===== src/rtl/coordinate_keyed_overlay_table_assert.svh =====
// Assertion macros shared by the table modules.
`ifndef COORDINATE_KEYED_OVERLAY_TABLE_ASSERT_SVH
`define COORDINATE_KEYED_OVERLAY_TABLE_ASSERT_SVH

`ifndef SYNTH

// Clocked assertion that is switched off while reset is asserted.
`define CKOT_ASSERT(label, clk, rst_n, prop, msg) \
    label: assert property (@(posedge clk) disable iff (!rst_n) prop) else $error(msg);

// Clocked assertion that also holds during reset.
`define CKOT_ASSERT_ALWAYS(label, clk, prop, msg) \
    label: assert property (@(posedge clk) prop) else $error(msg);

`else

`define CKOT_ASSERT(label, clk, rst_n, prop, msg)
`define CKOT_ASSERT_ALWAYS(label, clk, prop, msg)

`endif

`endif


===== src/rtl/ckot_pkg.sv =====
`default_nettype none

package ckot_pkg;

    localparam int DEFAULT_TABLE_DEPTH = 256;

    localparam logic [7:0] EMPTY_MARK = 8'hFF;

    localparam logic OP_LOOKUP = 1'b0;
    localparam logic OP_WRITE  = 1'b1;

    // Token that walks down the row of cells, one cell per cycle.
    typedef struct packed {
        logic       valid;
        logic       hit;
        logic [7:0] value;
        logic       empty_seen;
    } tok_t;

    // Current transaction, broadcast to every cell.
    typedef struct packed {
        logic               op;
        logic signed [15:0] key_x;
        logic        [7:0]  key_y;
        logic signed [15:0] key_z;
        logic        [7:0]  new_value;
    } qry_t;

    typedef enum logic [1:0] {
        ST_IDLE,
        ST_SCAN,
        ST_WAIT
    } state_t;

endpackage

`default_nettype wire


===== src/rtl/ckot_cell.sv =====
`default_nettype none

`include "coordinate_keyed_overlay_table_assert.svh"

module ckot_cell
    import ckot_pkg::*;
(
    input  wire logic clk,
    input  wire logic rst_n,
    input  wire tok_t tok_in,
    input  wire qry_t query,
    input  wire logic fill,
    output tok_t      tok_out
);

    logic signed [15:0] key_x_reg;
    logic        [7:0]  key_y_reg;
    logic signed [15:0] key_z_reg;
    logic        [7:0]  value_reg;
    logic        [7:0]  value_next;
    logic               mark_reg;
    logic               mark_next;
    tok_t               tok_reg;
    tok_t               tok_next;

    logic occupied;
    logic key_match;
    logic hit_here;
    logic fill_here;

    assign occupied  = (value_reg != EMPTY_MARK);
    assign key_match = occupied && (key_x_reg == query.key_x) &&
                       (key_y_reg == query.key_y) && (key_z_reg == query.key_z);
    assign hit_here  = tok_in.valid && !tok_in.hit && key_match;
    assign fill_here = fill && mark_reg;

    always_comb
    begin
        tok_next.valid      = tok_in.valid;
        tok_next.hit        = tok_in.hit | hit_here;
        tok_next.value      = hit_here ? value_reg : tok_in.value;
        tok_next.empty_seen = tok_in.empty_seen | (tok_in.valid & ~occupied);
    end

    // The mark is refreshed on every pass, so after a pass only the lowest
    // cell that the token found empty carries it, if there is one.
    always_comb
    begin
        mark_next = mark_reg;
        if (tok_in.valid)
        begin
            mark_next = !tok_in.empty_seen && !occupied;
        end
    end

    always_comb
    begin
        value_next = value_reg;
        if (hit_here && (query.op == OP_WRITE))
        begin
            value_next = query.new_value;
        end
        else if (fill_here)
        begin
            value_next = query.new_value;
        end
    end

    always_ff @(posedge clk or negedge rst_n)
    begin
        if (!rst_n)
        begin
            value_reg <= EMPTY_MARK;
            mark_reg  <= 1'b0;
            tok_reg   <= '0;
        end
        else
        begin
            value_reg <= value_next;
            mark_reg  <= mark_next;
            tok_reg   <= tok_next;
        end
    end

    always_ff @(posedge clk)
    begin
        if (fill_here)
        begin
            key_x_reg <= query.key_x;
            key_y_reg <= query.key_y;
            key_z_reg <= query.key_z;
        end
    end

    assign tok_out = tok_reg;

    `CKOT_ASSERT(a_value_quiet, clk, rst_n, (!tok_in.valid && !fill) |=> $stable(value_reg), "cell value changed without a token or a fill")
    `CKOT_ASSERT(a_fill_empty, clk, rst_n, fill_here |-> !occupied, "fill targeted an occupied cell")
    `CKOT_ASSERT(a_hit_sticky, clk, rst_n, (tok_in.valid && tok_in.hit) |=> tok_out.hit, "hit flag dropped along the row")

endmodule

`default_nettype wire


===== config.mk =====
export PLATFORM = sky130hd
export DESIGN_NAME = ckot_cell
export DESIGN_NICKNAME = d
export VERILOG_FILES = /design/src/rtl/ckot_pkg.sv /design/src/rtl/ckot_cell.sv
export VERILOG_INCLUDE_DIRS = /design/src /design/src/rtl
export SDC_FILE = /design/constraint.sdc
export NUM_CORES = 1
export LEC_CHECK = 0
export BUFFER_PORTS_ARGS = -buffer_cell sky130_fd_sc_hd__clkbuf_2
export CORE_MARGIN = 2
export CORE_UTILIZATION = 51
export CTS_CLUSTER_SIZE = 20
export DETAILED_ROUTE_END_ITERATION = 7
export GPL_ROUTABILITY_DRIVEN = 0
export PLACE_DENSITY = 0.84
export SKIP_CTS_REPAIR_TIMING = 1
export SYNTH_ARGS = -nofsm -noshare
export SYNTH_HDL_FRONTEND = slang
export SYNTH_SLANG_ARGS = --single-unit

===== constraint.sdc =====
create_clock -name clk -period 2.15 [get_ports clk]
set_input_delay 0.43 -clock clk [delete_from_list [all_inputs] [get_ports clk]]
set_output_delay 0.43 -clock clk [all_outputs]
set_load 0.03 [all_outputs]

=== Yosys cells after proc, flatten, opt, wreduce, memory -nomap -nowiden ===
Cells that the tools add are included.

* Register bits: 60
* Input port bits: 63
* Output and inout bits: 11
* Word-level logic and storage cells: 32

* Eq/ne operators: 4
* Multiplexer cells: 3
* Bitwise logic cells: 4
* Reductions and logical operators: 12

{| class="wikitable"
|+ Operators with widths
! operator !! number
|-
| $eq A16 B16 Y1 || 2
|-
| $mux W8 || 3
|-
| $eq A8 B8 Y1 || 1
|-
| $logic_and A1 B1 Y1 || 8
|-
| $ne A8 B8 Y1 const B || 1
|-
| $logic_not A1 Y1 || 3
|-
| $or A1 B1 Y1 || 2
|-
| $reduce_bool A2 Y1 || 1
|-
| $and A1 B1 Y1 || 1
|-
| $not A1 Y1 || 1
|}

=== Logic depth before layout (Yosys ltp) ===
Gate-level depths: netlist (run 1).

* Depth after elaboration: 7
* Gate-level depth with buffers: 6

=== Worst setup path before layout (run 1) ===
OpenSTA, ideal clock, no wires.

* Path kind: in2reg
* Start: in query[38] in the netlist's numbering
* End: reg value_reg[0]
* Arrival time: 1906 ps
* Data required time: 2068 ps
* Path slack: 162 ps
* Stages: 6
* Buffers on the path: 0
* Path through: xnor2_1 > o221ai_1 > nor4_1 > nand4_1 > o31ai_4 > mux2_2

* Longest elaborated chain between the ends: 7
* Elaborated cells between the ends (all ways): 8
* Classes of those cells: eq/ne (1); mux (1); reduce/logical (6)

{| class="wikitable"
|+ RTL lines
! element !! RTL line !! RTL
|-
| start: declaration || ckot_cell.sv:11 || <nowiki>input wire qry_t query,</nowiki>
|-
| $eq A16 B16 Y1 * || ckot_cell.sv:32 || <nowiki>assign key_match = occupied && (key_x_reg == query.key_x) &&</nowiki>
|-
| $logic_and A1 B1 Y1 * (2 in series) || ckot_cell.sv:32 ||
|-
| $logic_and A1 B1 Y1 * || ckot_cell.sv:33 || <nowiki>(key_y_reg == query.key_y) && (key_z_reg == query.key_z);</nowiki>
|-
| $logic_and A1 B1 Y1 * || ckot_cell.sv:34 || <nowiki>assign hit_here = tok_in.valid && !tok_in.hit && key_match;</nowiki>
|-
| $logic_and A1 B1 Y1 * || ckot_cell.sv:59 || <nowiki>if (hit_here && (query.op == OP_WRITE))</nowiki>
|-
| $mux W8 / $reduce_bool A2 Y1 (equally long branches) || - ||
|-
| end signal: assignment || ckot_cell.sv:79 || <nowiki>value_reg <= value_next;</nowiki>
|-
| end: declaration || ckot_cell.sv:19 || <nowiki>logic [7:0] value_reg;</nowiki>
|}

Mark *: on every way between the ends. The rest lies on a longest branch, timed or not.
A chain may end at the register's enable or synchronous reset.

=== Worst setup path in the final report (run 1) ===
* Start: reg key_x_reg[6]
* End: reg value_reg[3]

* Longest elaborated chain between the ends: 7
* Elaborated cells between the ends (all ways): 8
* Classes of those cells: eq/ne (1); mux (1); reduce/logical (6)

{| class="wikitable"
|+ RTL lines
! element !! RTL line !! RTL
|-
| start: declaration || ckot_cell.sv:16 || <nowiki>logic signed [15:0] key_x_reg;</nowiki>
|-
| start signal: assignment || ckot_cell.sv:89 || <nowiki>key_x_reg <= query.key_x;</nowiki>
|-
| $eq A16 B16 Y1 * || ckot_cell.sv:32 ||
|-
| $logic_and A1 B1 Y1 * (2 in series) || ckot_cell.sv:32 ||
|-
| $logic_and A1 B1 Y1 * || ckot_cell.sv:33 ||
|-
| $logic_and A1 B1 Y1 * || ckot_cell.sv:34 ||
|-
| $logic_and A1 B1 Y1 * || ckot_cell.sv:59 ||
|-
| $mux W8 / $reduce_bool A2 Y1 (equally long branches) || - ||
|}

Marked as above.

==> impl_results.html, run 1 <==
<table>
<tr><th>Metric</th><th>Value</th></tr>
<tr><th colspan="2">Run status</th></tr>
<tr><td>Run status</td><td>complete, no violations</td></tr>
<tr><th colspan="2">Global routing</th></tr>
<tr><td>Initial antenna violation count</td><td>0</td></tr>
<tr><td>Vias in the first global route</td><td>1,766</td></tr>
<tr><td>Total gr overflow</td><td>0</td></tr>
<tr><td>Pin count of the biggest net entering global routing</td><td>41</td></tr>
<tr><td>Overall track demand over capacity in global routing</td><td>0.187</td></tr>
<tr><td>Global-route wire length before repair</td><td>7610 um</td></tr>
<tr><th colspan="2">Detailed routing</th></tr>
<tr><td>WL/cell</td><td>14.5 um</td></tr>
<tr><td>Post-route antenna net violation count</td><td>0</td></tr>
<tr><td>DR pass1 iterations</td><td>4</td></tr>
<tr><td>Via density per instance</td><td>5.03</td></tr>
<tr><td>Wire length reported by the detailed router</td><td>4960 um</td></tr>
<tr><td>Routed via count</td><td>1,727</td></tr>
<tr><td>Remaining DRCs</td><td>0</td></tr>
<tr><td>Iter 0 DRT Violations</td><td>49</td></tr>
<tr><th colspan="2">Clock tree</th></tr>
<tr><td>Clock transition at the registers of the reported paths</td><td>0.06 ns</td></tr>
<tr><td>Root buffer cell</td><td>sky130_fd_sc_hd__clkbuf_8</td></tr>
<tr><td>Clock tree from TritonCTS</td><td>built</td></tr>
<tr><td>Total number of clock tree sinks</td><td>60</td></tr>
<tr><td>H-tree depth reported by CTS</td><td>3</td></tr>
<tr><td>Worst skew pair latency</td><td>0.33 ns</td></tr>
<tr><td>Inserted Clock Buffers</td><td>9</td></tr>
<tr><td>CTS max path bufs</td><td>2</td></tr>
<tr><th colspan="2">Synth</th></tr>
<tr><td>Cell type contributing the most total cell area after synthesis</td><td>sky130_fd_sc_hd__edfxtp_1</td></tr>
<tr><td>Largest cells by area after synthesis</td><td>sky130_fd_sc_hd__edfxtp_1, sky130_fd_sc_hd__dfrtp_1, sky130_fd_sc_hd__dfstp_2</td></tr>
<tr><td>Sequential cell area fraction in the yosys report</td><td>0.665</td></tr>
<tr><td>Combined area of all synthesized cells</td><td>2570 um2</td></tr>
<tr><td>Synth Area in Simple Gates</td><td>0.116</td></tr>
<tr><td>Multiplexer area fraction after synthesis</td><td>0.0743</td></tr>
<tr><td>Area share of the largest cell type after synthesis</td><td>0.466</td></tr>
<tr><td>Number of instances in the synthesized netlist</td><td>178</td></tr>
<tr><td>Ys Warns</td><td>0</td></tr>
<tr><td>Arithmetic-cell share of the synthesized area counting full adders, half adders and majority gates</td><td>0</td></tr>
<tr><td>XOR/XNOR share of the synthesized area</td><td>0.0918</td></tr>
<tr><td>Distinct cell type count after synthesis</td><td>23</td></tr>
<tr><td>Total of flip-flops plus latches after synthesis</td><td>60</td></tr>
<tr><td>Post-synthesis net count</td><td>241</td></tr>
<tr><td>Mapped Avg Cell Area</td><td>14.5 um2</td></tr>
<tr><td>Combinational family with the most area after synthesis</td><td>simple AND/OR/NAND/NOR gates</td></tr>
<tr><td>Complex-gate fraction of the synthesized area</td><td>0.0311</td></tr>
<tr><th colspan="2">Power and ir drop</th></tr>
<tr><td>Clk pwr share</td><td>0.364</td></tr>
<tr><td>Proportion of power drawn by flip-flops and latches</td><td>0.551</td></tr>
<tr><td>Cell-internal power</td><td>1.80 mW</td></tr>
<tr><td>Gate power share</td><td>0.085</td></tr>
<tr><td>Worst ir drop on vdd</td><td>0.000503 V</td></tr>
<tr><td>Fraction of power spent switching nets</td><td>0.219</td></tr>
<tr><td>Switching pwr</td><td>0.505 mW</td></tr>
<tr><td>Pwr/cell area</td><td>687 nW/um2</td></tr>
<tr><td>Static leakage power</td><td>1.37 nW</td></tr>
<tr><th colspan="2">Critical path</th></tr>
<tr><td>Endpoint arrival time on the critical path</td><td>2.30 ns</td></tr>
<tr><td>Category of the most critical setup path</td><td>register to register</td></tr>
<tr><td>Slowest cell on crit path</td><td>sky130_fd_sc_hd__edfxtp_1</td></tr>
<tr><td>Max incr delay on CP</td><td>0.38 ns</td></tr>
<tr><td>Critical path data required time</td><td>2.40 ns</td></tr>
<tr><td>Kind of start point of the critical path</td><td>register</td></tr>
<tr><td>Biggest fanout along the worst timing path</td><td>8</td></tr>
<tr><td>Kind of end point of the critical path</td><td>register</td></tr>
<tr><td>Crit-path cells</td><td>xnor2_1 -&gt; o221ai_1 -&gt; nor4_2 -&gt; nand4_1 -&gt; o31ai_4 -&gt; buf_12 -&gt; mux2_2</td></tr>
<tr><th colspan="2">STA</th></tr>
<tr><td>Final hold vios</td><td>0</td></tr>
<tr><td>Worst-case clock skew</td><td>0.0101 ns</td></tr>
<tr><td>Final setup violation count</td><td>0</td></tr>
<tr><td>RSZ-0062 raised after global routing</td><td>yes</td></tr>
<tr><td>Worst path setup slack after routing</td><td>0.0911 ns</td></tr>
<tr><td>WHS</td><td>0.0574 ns</td></tr>
<tr><td>Total count of max-transition violations in the final report</td><td>0</td></tr>
<tr><td>Final worst-path cycle share</td><td>0.958</td></tr>
<tr><td>Slew at the pin closest to its max-slew limit</td><td>0.483 ns</td></tr>
<tr><td>Aggregate negative setup slack</td><td>0 ns</td></tr>
<tr><td>Max-slew headroom at the worst pin</td><td>0.678</td></tr>
<tr><td>Crit path time final</td><td>2.06 ns</td></tr>
<tr><td>Achievable Freq</td><td>486 MHz</td></tr>
<tr><th colspan="2">Placed design</th></tr>
<tr><td>I/O Buffers</td><td>73</td></tr>
<tr><td>Setup slack at placement</td><td>-0.183 ns</td></tr>
<tr><td>Half-perimeter wire length after placement</td><td>3600 um</td></tr>
<tr><th colspan="2">Layout</th></tr>
<tr><td>FILL cells</td><td>340</td></tr>
<tr><td>Inserted Diodes</td><td>0</td></tr>
<tr><td>Syn-to-layout area delta</td><td>30.3%</td></tr>
<tr><td>Layout cells sized above 1</td><td>0.478</td></tr>
<tr><td>Net count reported at finish</td><td>334</td></tr>
<tr><th colspan="2">Floorplanning</th></tr>
<tr><td>Total I/O pin count</td><td>74</td></tr>
<tr><td>Die span in x</td><td>75.1 um</td></tr>
<tr><td>Standard cell core area</td><td>4790 um2</td></tr>
<tr><td>Number of rows in the core area</td><td>25</td></tr>
<tr><td>Effective utilization at floorplan</td><td>0.538</td></tr>
<tr><td>Full die area</td><td>5630 um2</td></tr>
<tr><td>Height of the die</td><td>75.1 um</td></tr>
<tr><th colspan="2">Job</th></tr>
<tr><td>Max-cap viol count</td><td>0</td></tr>
<tr><th colspan="2">Worst hold path</th></tr>
<tr><td>Path type of the worst min-delay path</td><td>primary input to async pin</td></tr>
</table>
worst max-delay path, delay by kind of cell, from the launching register on:
family / cells / cell delay, ns
compound gates: 2 / 0.40
xor+xnor: 1 / 0.15
buf+inv: 1 / 0.16
flops: 1 / 0.38
mux: 1 / 0.33
simple gates: 2 / 0.57
cell type report:
type | count | area (um2) | share of cell area
tap | 67 | 83.8 | 0.0250
timing repair buffer | 82 | 470 | 0.140
inverter | 15 | 56.3 | 0.0168
multi-input combinational | 103 | 868 | 0.259
sequential | 60 | 1710 | 0.510
clock inverter | 3 | 15.0 | 0.00448
clock buffer | 13 | 149 | 0.0444
cells in the final DEF, fill, tap and decap left out, drive strengths merged, types with 2 or more instances in the layout:
cell | Yosys | routed
a221oi | 2 | 2
buf | 0 | 9
clkbuf | 0 | 86
clkinv | 0 | 3
dfrtp | 12 | 12
dfstp | 8 | 8
edfxtp | 40 | 40
inv | 15 | 15
mux2 | 17 | 17
nand2 | 2 | 2
nand2b | 15 | 15
nand4 | 16 | 16
nor2 | 3 | 3
nor2b | 2 | 2
nor3 | 4 | 4
nor4 | 5 | 5
o22ai | 4 | 4
xnor2 | 20 | 20
xor2 | 7 | 7
cells in the mapped netlist:
master and count:
sky130_fd_sc_hd__a21o_1 1, sky130_fd_sc_hd__a221oi_1 2, sky130_fd_sc_hd__dfrtp_1 12, sky130_fd_sc_hd__dfstp_2 8, sky130_fd_sc_hd__edfxtp_1 40, sky130_fd_sc_hd__inv_1 15
sky130_fd_sc_hd__mux2_2 17, sky130_fd_sc_hd__nand2_1 2, sky130_fd_sc_hd__nand2b_1 15, sky130_fd_sc_hd__nand3_1 1, sky130_fd_sc_hd__nand4_1 16, sky130_fd_sc_hd__nand4b_1 1
sky130_fd_sc_hd__nor2_1 2, sky130_fd_sc_hd__nor2_2 1, sky130_fd_sc_hd__nor2b_1 2, sky130_fd_sc_hd__nor3_1 4, sky130_fd_sc_hd__nor4_1 5, sky130_fd_sc_hd__o221ai_1 1
sky130_fd_sc_hd__o22ai_1 4, sky130_fd_sc_hd__o31ai_4 1, sky130_fd_sc_hd__or2_2 1, sky130_fd_sc_hd__xnor2_1 20, sky130_fd_sc_hd__xor2_1 7
kinds of logic after synthesis:
| logic type | count (synthesis) |
|---|---|
| and+or+nand+nor | 50 |
| DFF | 60 |
| buffers and inverters | 15 |
| AOI/OAI and AO/OA | 9 |
| xor gates and xnor gates | 27 |
| muxes | 17 |
path summary, 6_finish.rpt:
check / start / endpoint / slack, ns / depth (start not counted)
max: key_x_reg[6]$_DFFE_PP_ / value_reg[3]$_DFFE_PN1P_ / 0.09 / 7
min: rst_n / tok_out[7]$_DFF_PN0_ / 0.06 / 1
max reg2reg: key_x_reg[6]$_DFFE_PP_ / value_reg[3]$_DFFE_PN1P_ / 0.09 / 7
min reg2reg: mark_reg$_DFFE_PN0P_ / mark_reg$_DFFE_PN0P_ / 0.51 / 1
max in group asynchronous: rst_n / value_reg[4]$_DFFE_PN1P_ / 1.74 / 1
min in group clk: query[23] / key_z_reg[15]$_DFFE_PP_ / 0.30 / 1
power by group through the flow:
stage          sequential [mW]  combinational (mW)  clock, mW
5_1_grt                   1.27               0.215      0.921
6_report                  1.27               0.196      0.839
3_5_place_dp              1.29               0.189          0
2_1_floorplan             1.31              0.0584          0
3_3_place_gp              1.29               0.184          0
4_1_cts                   1.27               0.190      0.860
per-layer routing:
metal  vias to the layer above  GRT usage  share of wire
met2                        48      0.299           0.53
met3                         4     0.0455          0.039
li1                        846          -              -
met1                       829      0.228           0.42
met5                         -          0              0
met4                         0      0.117          0.010
metrics by stage:
step                       util  power (mW)  instances  cell area [um2]
after global routing      0.701        2.41        343             3350
after CTS                 0.687        2.32        342             3290
after global placement    0.652        1.48        326             3120
after floorplan               -        1.37        178             2570
after detailed placement  0.652        1.48        326             3120
final                     0.701        2.30        343             3350
Power figures use the tool's default switching activity.
==> run 2: changes to the inputs <==
Settings changed: HOLD_SLACK_MARGIN from default to 0.1, SLEW_MARGIN from default to 20.
==> impl_results.html, run 2 (synthesis results as in run 1) <==
<table>
<tr><th>Metric</th><th>Value</th></tr>
<tr><th colspan="2">Clock tree</th></tr>
<tr><td>H-tree depth reported by CTS</td><td>3 (unchanged)</td></tr>
<tr><td>Inserted Clock Buffers</td><td>9 (unchanged)</td></tr>
<tr><td>Clock transition at the registers of the reported paths</td><td>0.07 ns (about the same)</td></tr>
<tr><td>Total number of clock tree sinks</td><td>60 (unchanged)</td></tr>
<tr><td>CTS max path bufs</td><td>2 (unchanged)</td></tr>
<tr><td>Root buffer cell</td><td>sky130_fd_sc_hd__clkbuf_8</td></tr>
<tr><td>Worst skew pair latency</td><td>0.33 ns (about the same)</td></tr>
<tr><td>Clock tree from TritonCTS</td><td>built</td></tr>
<tr><th colspan="2">Floorplanning</th></tr>
<tr><td>Number of rows in the core area</td><td>25 (unchanged)</td></tr>
<tr><td>Effective utilization at floorplan</td><td>0.538 (unchanged)</td></tr>
<tr><td>Die span in x</td><td>75.1 um (unchanged)</td></tr>
<tr><td>Full die area</td><td>5630 um2 (unchanged)</td></tr>
<tr><td>Total I/O pin count</td><td>74 (unchanged)</td></tr>
<tr><td>Standard cell core area</td><td>4790 um2 (unchanged)</td></tr>
<tr><td>Height of the die</td><td>75.1 um (unchanged)</td></tr>
<tr><th colspan="2">Worst hold path</th></tr>
<tr><td>Path type of the worst min-delay path</td><td>primary input to register</td></tr>
<tr><th colspan="2">STA</th></tr>
<tr><td>Achievable Freq</td><td>486 MHz (about the same)</td></tr>
<tr><td>Crit path time final</td><td>2.06 ns (+0.000136 ns)</td></tr>
<tr><td>Final setup violation count</td><td>0 (unchanged)</td></tr>
<tr><td>Total count of max-transition violations in the final report</td><td>0 (unchanged)</td></tr>
<tr><td>Final worst-path cycle share</td><td>0.958 (about the same)</td></tr>
<tr><td>WHS</td><td>0.303 ns (+0.245 ns)</td></tr>
<tr><td>Final hold vios</td><td>0 (unchanged)</td></tr>
<tr><td>Worst path setup slack after routing</td><td>0.0910 ns (-0.000136 ns)</td></tr>
<tr><td>Slew at the pin closest to its max-slew limit</td><td>0.488 ns (+0.00416 ns)</td></tr>
<tr><td>RSZ-0062 raised after global routing</td><td>yes</td></tr>
<tr><td>Worst-case clock skew</td><td>0.0109 ns (+0.000755 ns)</td></tr>
<tr><td>Max-slew headroom at the worst pin</td><td>0.675 (-0.00277)</td></tr>
<tr><th colspan="2">Layout</th></tr>
<tr><td>Inserted Diodes</td><td>0 (unchanged)</td></tr>
<tr><td>Most common library cell in the layout ignoring fill and taps</td><td>sky130_fd_sc_hd__clkbuf_2</td></tr>
<tr><td>Number of standard cells in the layout, taps in and fillers out</td><td>344 (+0.29%)</td></tr>
<tr><td>Top library cells by usage in the layout, fill and taps aside</td><td>sky130_fd_sc_hd__clkbuf_2, sky130_fd_sc_hd__edfxtp_1, sky130_fd_sc_hd__mux2_2</td></tr>
<tr><td>Layout cells sized above 1</td><td>0.477 (-0.00173)</td></tr>
<tr><td>Net count reported at finish</td><td>335 (+0.30%)</td></tr>
<tr><td>Final core utilization</td><td>0.703 (+0.00209)</td></tr>
<tr><td>Syn-to-layout area delta</td><td>30.7%</td></tr>
<tr><th colspan="2">Detailed routing</th></tr>
<tr><td>Routed via count</td><td>1,734 (+0.41%)</td></tr>
<tr><td>WL/cell</td><td>14.4 um (-0.51%)</td></tr>
<tr><td>Via density per instance</td><td>5.04 (+0.11%)</td></tr>
<tr><td>DR pass1 iterations</td><td>5 (+1)</td></tr>
<tr><td>Post-route antenna net violation count</td><td>0 (unchanged)</td></tr>
<tr><td>Wire length reported by the detailed router</td><td>4950 um (-0.22%)</td></tr>
<tr><td>Iter 0 DRT Violations</td><td>46 (-6.1%)</td></tr>
<tr><td>Remaining DRCs</td><td>0 (unchanged)</td></tr>
<tr><th colspan="2">Run status</th></tr>
<tr><td>Run status</td><td>complete, no violations</td></tr>
<tr><th colspan="2">Critical path</th></tr>
<tr><td>Kind of start point of the critical path</td><td>register</td></tr>
<tr><td>Category of the most critical setup path</td><td>register to register</td></tr>
<tr><td>Endpoint arrival time on the critical path</td><td>2.30 ns (about the same)</td></tr>
<tr><td>Kind of end point of the critical path</td><td>register</td></tr>
<tr><td>Biggest fanout along the worst timing path</td><td>8 (unchanged)</td></tr>
<tr><td>Critical path data required time</td><td>2.40 ns (about the same)</td></tr>
<tr><th colspan="2">Global routing</th></tr>
<tr><td>Total gr overflow</td><td>0 (unchanged)</td></tr>
<tr><td>Initial antenna violation count</td><td>0 (unchanged)</td></tr>
<tr><td>Overall track demand over capacity in global routing</td><td>0.187 (unchanged)</td></tr>
<tr><td>Vias in the first global route</td><td>1,766 (unchanged)</td></tr>
<tr><td>Pin count of the biggest net entering global routing</td><td>41 (unchanged)</td></tr>
<tr><td>Global-route wire length before repair</td><td>7610 um (unchanged)</td></tr>
<tr><th colspan="2">Placed design</th></tr>
<tr><td>Setup slack at placement</td><td>-0.183 ns (unchanged)</td></tr>
<tr><td>Number of placed cells counting well taps</td><td>326 (unchanged)</td></tr>
<tr><td>I/O Buffers</td><td>73 (unchanged)</td></tr>
<tr><td>Half-perimeter wire length after placement</td><td>3600 um (unchanged)</td></tr>
<tr><th colspan="2">Power and ir drop</th></tr>
<tr><td>Pwr/cell area</td><td>685 nW/um2 (-0.24%)</td></tr>
<tr><td>Worst ir drop on vdd</td><td>0.000503 V (-0.12%)</td></tr>
<tr><td>Static leakage power</td><td>1.38 nW (+0.30%)</td></tr>
<tr><th colspan="2">Job</th></tr>
<tr><td>Max-cap viol count</td><td>0 (unchanged)</td></tr>
</table>
-- run 2: cell type report --
| type | count | area, um2 |
|---|---|---|
| Clock buffer | 13 | 149 |
| Clock inverter | 3 | 15.0 |
| Fill cell | 339 | 1420 |
| Inverter | 15 | 56.3 |
| Multi-Input combinational cell | 103 | 868 |
| Sequential cell | 60 | 1710 |
| Tap cell | 67 | 83.8 |
| Timing Repair Buffer | 83 | 480 |
-- run 2: path summary, 6_finish.rpt --
kind | from | endpoint | slack, ns | cells after the start
worst max-delay path | key_y_reg[4]$_DFFE_PP_ | value_reg[3]$_DFFE_PN1P_ | 0.09 | 7
worst min-delay path | query[23] | key_z_reg[15]$_DFFE_PP_ | 0.30 | 1
worst max register to register | key_y_reg[4]$_DFFE_PP_ | value_reg[3]$_DFFE_PN1P_ | 0.09 | 7
worst min register to register | mark_reg$_DFFE_PN0P_ | mark_reg$_DFFE_PN0P_ | 0.51 | 1
max in group asynchronous | rst_n | value_reg[4]$_DFFE_PN1P_ | 1.19 | 2
min in group asynchronous | rst_n | tok_out[2]$_DFF_PN0_ | 0.60 | 2
-- run 2: power by group --
part           switching, mW  internal, mW
clock network          0.394         0.445
logic                  0.101        0.0960
registers            0.00973          1.26
-- run 2: worst max-delay path, stage by stage, from the launching register on --
cell and delay (ns):
sky130_fd_sc_hd__edfxtp_1 0.40, sky130_fd_sc_hd__nand2b_1 0.14, sky130_fd_sc_hd__nand4_1 0.13, sky130_fd_sc_hd__nor4_2 0.33
sky130_fd_sc_hd__nand4_1 0.21, sky130_fd_sc_hd__o31ai_4 0.30, sky130_fd_sc_hd__buf_12 0.16, sky130_fd_sc_hd__mux2_2 0.33
-- run 2: through the flow --
step,area [um2],power [mW],TNS (ns)
2_1_floorplan,2570,1.37,0
3_3_place_gp,3120,1.48,-1.33
3_5_place_dp,3120,1.48,-2.35
4_1_cts,3290,2.32,-0.337
5_1_grt,3360,2.41,-0.368
6_report,3360,2.31,0
-- run 2: layer usage --
| layer | part of all wire | track usage |
|---|---|---|
| met5 | 0 | 0 |
| met4 | 0.010 | 0.117 |
| met3 | 0.037 | 0.0455 |
| met2 | 0.53 | 0.299 |
| met1 | 0.43 | 0.228 |
==> run 3: changes to the inputs <==
Settings changed: CORE_UTILIZATION 51 to 45, PLACE_DENSITY 0.84 to 0.76.
==> impl_results.html, run 3 (synthesis results as in run 1) <==
<table>
<tr><th>Metric</th><th>Value</th></tr>
<tr><th colspan="2">STA</th></tr>
<tr><td>Max-slew headroom at the worst pin</td><td>0.666 (-0.00894)</td></tr>
<tr><td>Crit path time final</td><td>2.09 ns (+0.0331 ns)</td></tr>
<tr><td>Achievable Freq</td><td>478 MHz (-1.6%)</td></tr>
<tr><td>Final hold vios</td><td>0 (unchanged)</td></tr>
<tr><td>RSZ-0062 raised after global routing</td><td>yes</td></tr>
<tr><td>Final worst-path cycle share</td><td>0.973 (+0.0154)</td></tr>
<tr><td>Slew at the pin closest to its max-slew limit</td><td>0.501 ns (+0.0134 ns)</td></tr>
<tr><td>Worst-case clock skew</td><td>0.00968 ns (-0.00119 ns)</td></tr>
<tr><td>Total count of max-transition violations in the final report</td><td>0 (unchanged)</td></tr>
<tr><td>WHS</td><td>0.301 ns (-0.00170 ns)</td></tr>
<tr><td>Final setup violation count</td><td>0 (unchanged)</td></tr>
<tr><td>Aggregate negative setup slack</td><td>0 ns (unchanged)</td></tr>
<tr><th colspan="2">Job</th></tr>
<tr><td>Max-cap viol count</td><td>0 (unchanged)</td></tr>
<tr><th colspan="2">Worst hold path</th></tr>
<tr><td>Path type of the worst min-delay path</td><td>primary input to register</td></tr>
<tr><td>Hold Path Depth</td><td>1 (unchanged)</td></tr>
<tr><td>Worst Min Path Start</td><td>query[45]</td></tr>
<tr><td>Min-Delay Endpoint</td><td>key_x_reg[13]$_DFFE_PP_</td></tr>
<tr><th colspan="2">Critical path</th></tr>
<tr><td>Slowest cell on crit path</td><td>sky130_fd_sc_hd__edfxtp_1</td></tr>
<tr><td>Category of the most critical setup path</td><td>register to register</td></tr>
<tr><td>Kind of end point of the critical path</td><td>register</td></tr>
<tr><td>Crit-path cells</td><td>xnor2_1 -&gt; o221ai_1 -&gt; nor4_1 -&gt; nand4_1 -&gt; buf_4 -&gt; o31ai_4 -&gt; buf_12 -&gt; mux2_2</td></tr>
<tr><td>Endpoint arrival time on the critical path</td><td>2.34 ns (+0.04 ns)</td></tr>
<tr><td>Kind of start point of the critical path</td><td>register</td></tr>
<tr><td>Cells on worst reg2reg path</td><td>8 (+1)</td></tr>
<tr><td>R2R setup slack</td><td>0.06 ns (-0.03 ns)</td></tr>
<tr><td>Max incr delay on CP</td><td>0.38 ns (-0.02 ns)</td></tr>
<tr><td>Biggest fanout along the worst timing path</td><td>8 (unchanged)</td></tr>
<tr><td>Endpoint of the most critical register-to-register path</td><td>value_reg[7]$_DFFE_PN1P_</td></tr>
<tr><td>Critical path data required time</td><td>2.40 ns (about the same)</td></tr>
<tr><td>Origin of the critical flop-to-flop path</td><td>key_x_reg[6]$_DFFE_PP_</td></tr>
<tr><th colspan="2">Detailed routing</th></tr>
<tr><td>Routed via count</td><td>1,713 (-1.2%)</td></tr>
<tr><td>Post-route antenna net violation count</td><td>0 (unchanged)</td></tr>
<tr><td>Iter 0 DRT Violations</td><td>83 (+80%)</td></tr>
<tr><td>WL/cell</td><td>14.4 um (+0.36%)</td></tr>
<tr><td>Remaining DRCs</td><td>0 (unchanged)</td></tr>
<tr><td>DR pass1 iterations</td><td>4 (-1)</td></tr>
<tr><td>Wire length reported by the detailed router</td><td>5070 um (+2.4%)</td></tr>
<tr><td>Via density per instance</td><td>4.88 (-3.2%)</td></tr>
<tr><th colspan="2">Global routing</th></tr>
<tr><td>Overall track demand over capacity in global routing</td><td>0.170 (-0.0173)</td></tr>
<tr><td>Total gr overflow</td><td>0 (unchanged)</td></tr>
<tr><td>Pin count of the biggest net entering global routing</td><td>41 (unchanged)</td></tr>
<tr><td>Initial antenna violation count</td><td>0 (unchanged)</td></tr>
<tr><td>Global-route wire length before repair</td><td>7970 um (+4.7%)</td></tr>
<tr><td>Vias in the first global route</td><td>1,747 (-1.1%)</td></tr>
<tr><th colspan="2">Floorplanning</th></tr>
<tr><td>Standard cell core area</td><td>5510 um2 (+15%)</td></tr>
<tr><td>Total I/O pin count</td><td>74 (unchanged)</td></tr>
<tr><td>Die span in x</td><td>79.6 um (+6.1%)</td></tr>
<tr><td>Effective utilization at floorplan</td><td>0.468 (-0.0704)</td></tr>
<tr><td>Full die area</td><td>6340 um2 (+13%)</td></tr>
<tr><td>Number of rows in the core area</td><td>27 (+8.0%)</td></tr>
<tr><td>Height of the die</td><td>79.6 um (+6.1%)</td></tr>
<tr><th colspan="2">Clock tree</th></tr>
<tr><td>Inserted Clock Buffers</td><td>9 (unchanged)</td></tr>
<tr><td>CTS max path bufs</td><td>2 (unchanged)</td></tr>
<tr><td>Total number of clock tree sinks</td><td>60 (unchanged)</td></tr>
<tr><td>Root buffer cell</td><td>sky130_fd_sc_hd__clkbuf_8</td></tr>
<tr><td>H-tree depth reported by CTS</td><td>3 (unchanged)</td></tr>
<tr><td>Clock transition at the registers of the reported paths</td><td>0.07 ns (about the same)</td></tr>
<tr><td>Worst skew pair latency</td><td>0.33 ns (about the same)</td></tr>
<tr><td>Clock tree from TritonCTS</td><td>built</td></tr>
<tr><th colspan="2">Layout</th></tr>
<tr><td>Most common library cell in the layout ignoring fill and taps</td><td>sky130_fd_sc_hd__clkbuf_2</td></tr>
<tr><td>Layout cells sized above 1</td><td>0.466 (-0.0106)</td></tr>
<tr><td>Final core utilization</td><td>0.617 (-0.0856)</td></tr>
<tr><td>Syn-to-layout area delta</td><td>32.0%</td></tr>
<tr><td>Inserted Diodes</td><td>0 (unchanged)</td></tr>
<tr><td>Net count reported at finish</td><td>337 (+0.60%)</td></tr>
<tr><td>Top library cells by usage in the layout, fill and taps aside</td><td>sky130_fd_sc_hd__clkbuf_2, sky130_fd_sc_hd__edfxtp_1, sky130_fd_sc_hd__xnor2_1</td></tr>
<tr><th colspan="2">Placed design</th></tr>
<tr><td>I/O Buffers</td><td>73 (unchanged)</td></tr>
<tr><td>Half-perimeter wire length after placement</td><td>3770 um (+4.8%)</td></tr>
<tr><th colspan="2">Power and ir drop</th></tr>
<tr><td>Pwr/cell area</td><td>706 nW/um2 (+3.0%)</td></tr>
<tr><td>Worst ir drop on vdd</td><td>0.000406 V (-19%)</td></tr>
<tr><td>Static leakage power</td><td>1.38 nW (+0.52%)</td></tr>
<tr><th colspan="2">Run status</th></tr>
<tr><td>Run status</td><td>complete, no violations</td></tr>
</table>
-- run 3: changes by cell type in the layout (fill, tap and decap cells not counted), moves of 2 or more --
cell	previous run	this run
sky130_fd_sc_hd__clkbuf_1	3	1
sky130_fd_sc_hd__clkinv_1	0	2
sky130_fd_sc_hd__nor4_1	0	2
sky130_fd_sc_hd__nor4_2	5	3
sky130_fd_sc_hd__xnor2_1	16	18
sky130_fd_sc_hd__xnor2_2	4	2
-- run 3: worst max-delay path by stage --
| stage | start | to | slack [ns] | cells after the start |
|---|---|---|---|---|
| 2_1_floorplan | query[38] | value_reg[0]$_DFFE_PN1P_ | 0.16 | 6 |
| 3_3_place_gp | query[26] | value_reg[7]$_DFFE_PN1P_ | -0.17 | 8 |
| 3_5_place_dp | query[26] | value_reg[2]$_DFFE_PN1P_ | -0.19 | 8 |
| 4_1_cts | key_y_reg[2]$_DFFE_PP_ | value_reg[5]$_DFFE_PN1P_ | -0.04 | 7 |
| 5_1_grt | key_x_reg[6]$_DFFE_PP_ | value_reg[7]$_DFFE_PN1P_ | -0.05 | 8 |
| 6_report | key_x_reg[6]$_DFFE_PP_ | value_reg[7]$_DFFE_PN1P_ | 0.06 | 8 |
-- run 3: layer usage --
| metal | global-route usage | up-vias | wire length (um) |
|---|---|---|---|
| met2 | 0.254 | 41 | 2540 |
| met3 | 0.0396 | 11 | 203 |
| met1 | 0.217 | 813 | 2180 |
| li1 | - | 848 | - |
| met4 | 0.119 | 0 | 144 |
| met5 | 0 | - | 0 |
-- run 3: cell type report --
| cell class | instances | area [um2] |
|---|---|---|
| clock inverters | 6 | 55.1 |
| flip-flops and latches | 60 | 1710 |
| well taps | 72 | 90.1 |
| repair buffers | 85 | 513 |
| fillers | 441 | 2110 |
| inverters | 15 | 56.3 |
| clock buffers | 10 | 128 |
| multi-input cells | 103 | 846 |
-- run 3: through the flow --
stage | total power, mW | cells | instance area (um2) | worst slack [ns]
finish | 2.40 | 351 | 3400 | 0.0579
global route | 2.50 | 351 | 3400 | -0.0466
CTS | 2.43 | 348 | 3320 | -0.0406
detailed placement | 1.48 | 332 | 3140 | -0.194
global placement | 1.48 | 332 | 3140 | -0.173
floorplan | 1.37 | 178 | 2570 | 0.162
-- run 3: critical path: cells and delay by family (launching register included) --
kind            cells  cell delay (ns)
flops               1             0.38
simple gates        2             0.46
buf+inv             2             0.34
xor+xnor            1             0.13
compound gates      2             0.38
mux                 1             0.33
-- run 3: power breakdown --
group	total (mW)	switching, mW	internal [mW]
clock	0.938	0.414	0.523
sequential	1.27	0.00987	1.26
combinational	0.194	0.0981	0.0958
total	2.40	0.522	1.88
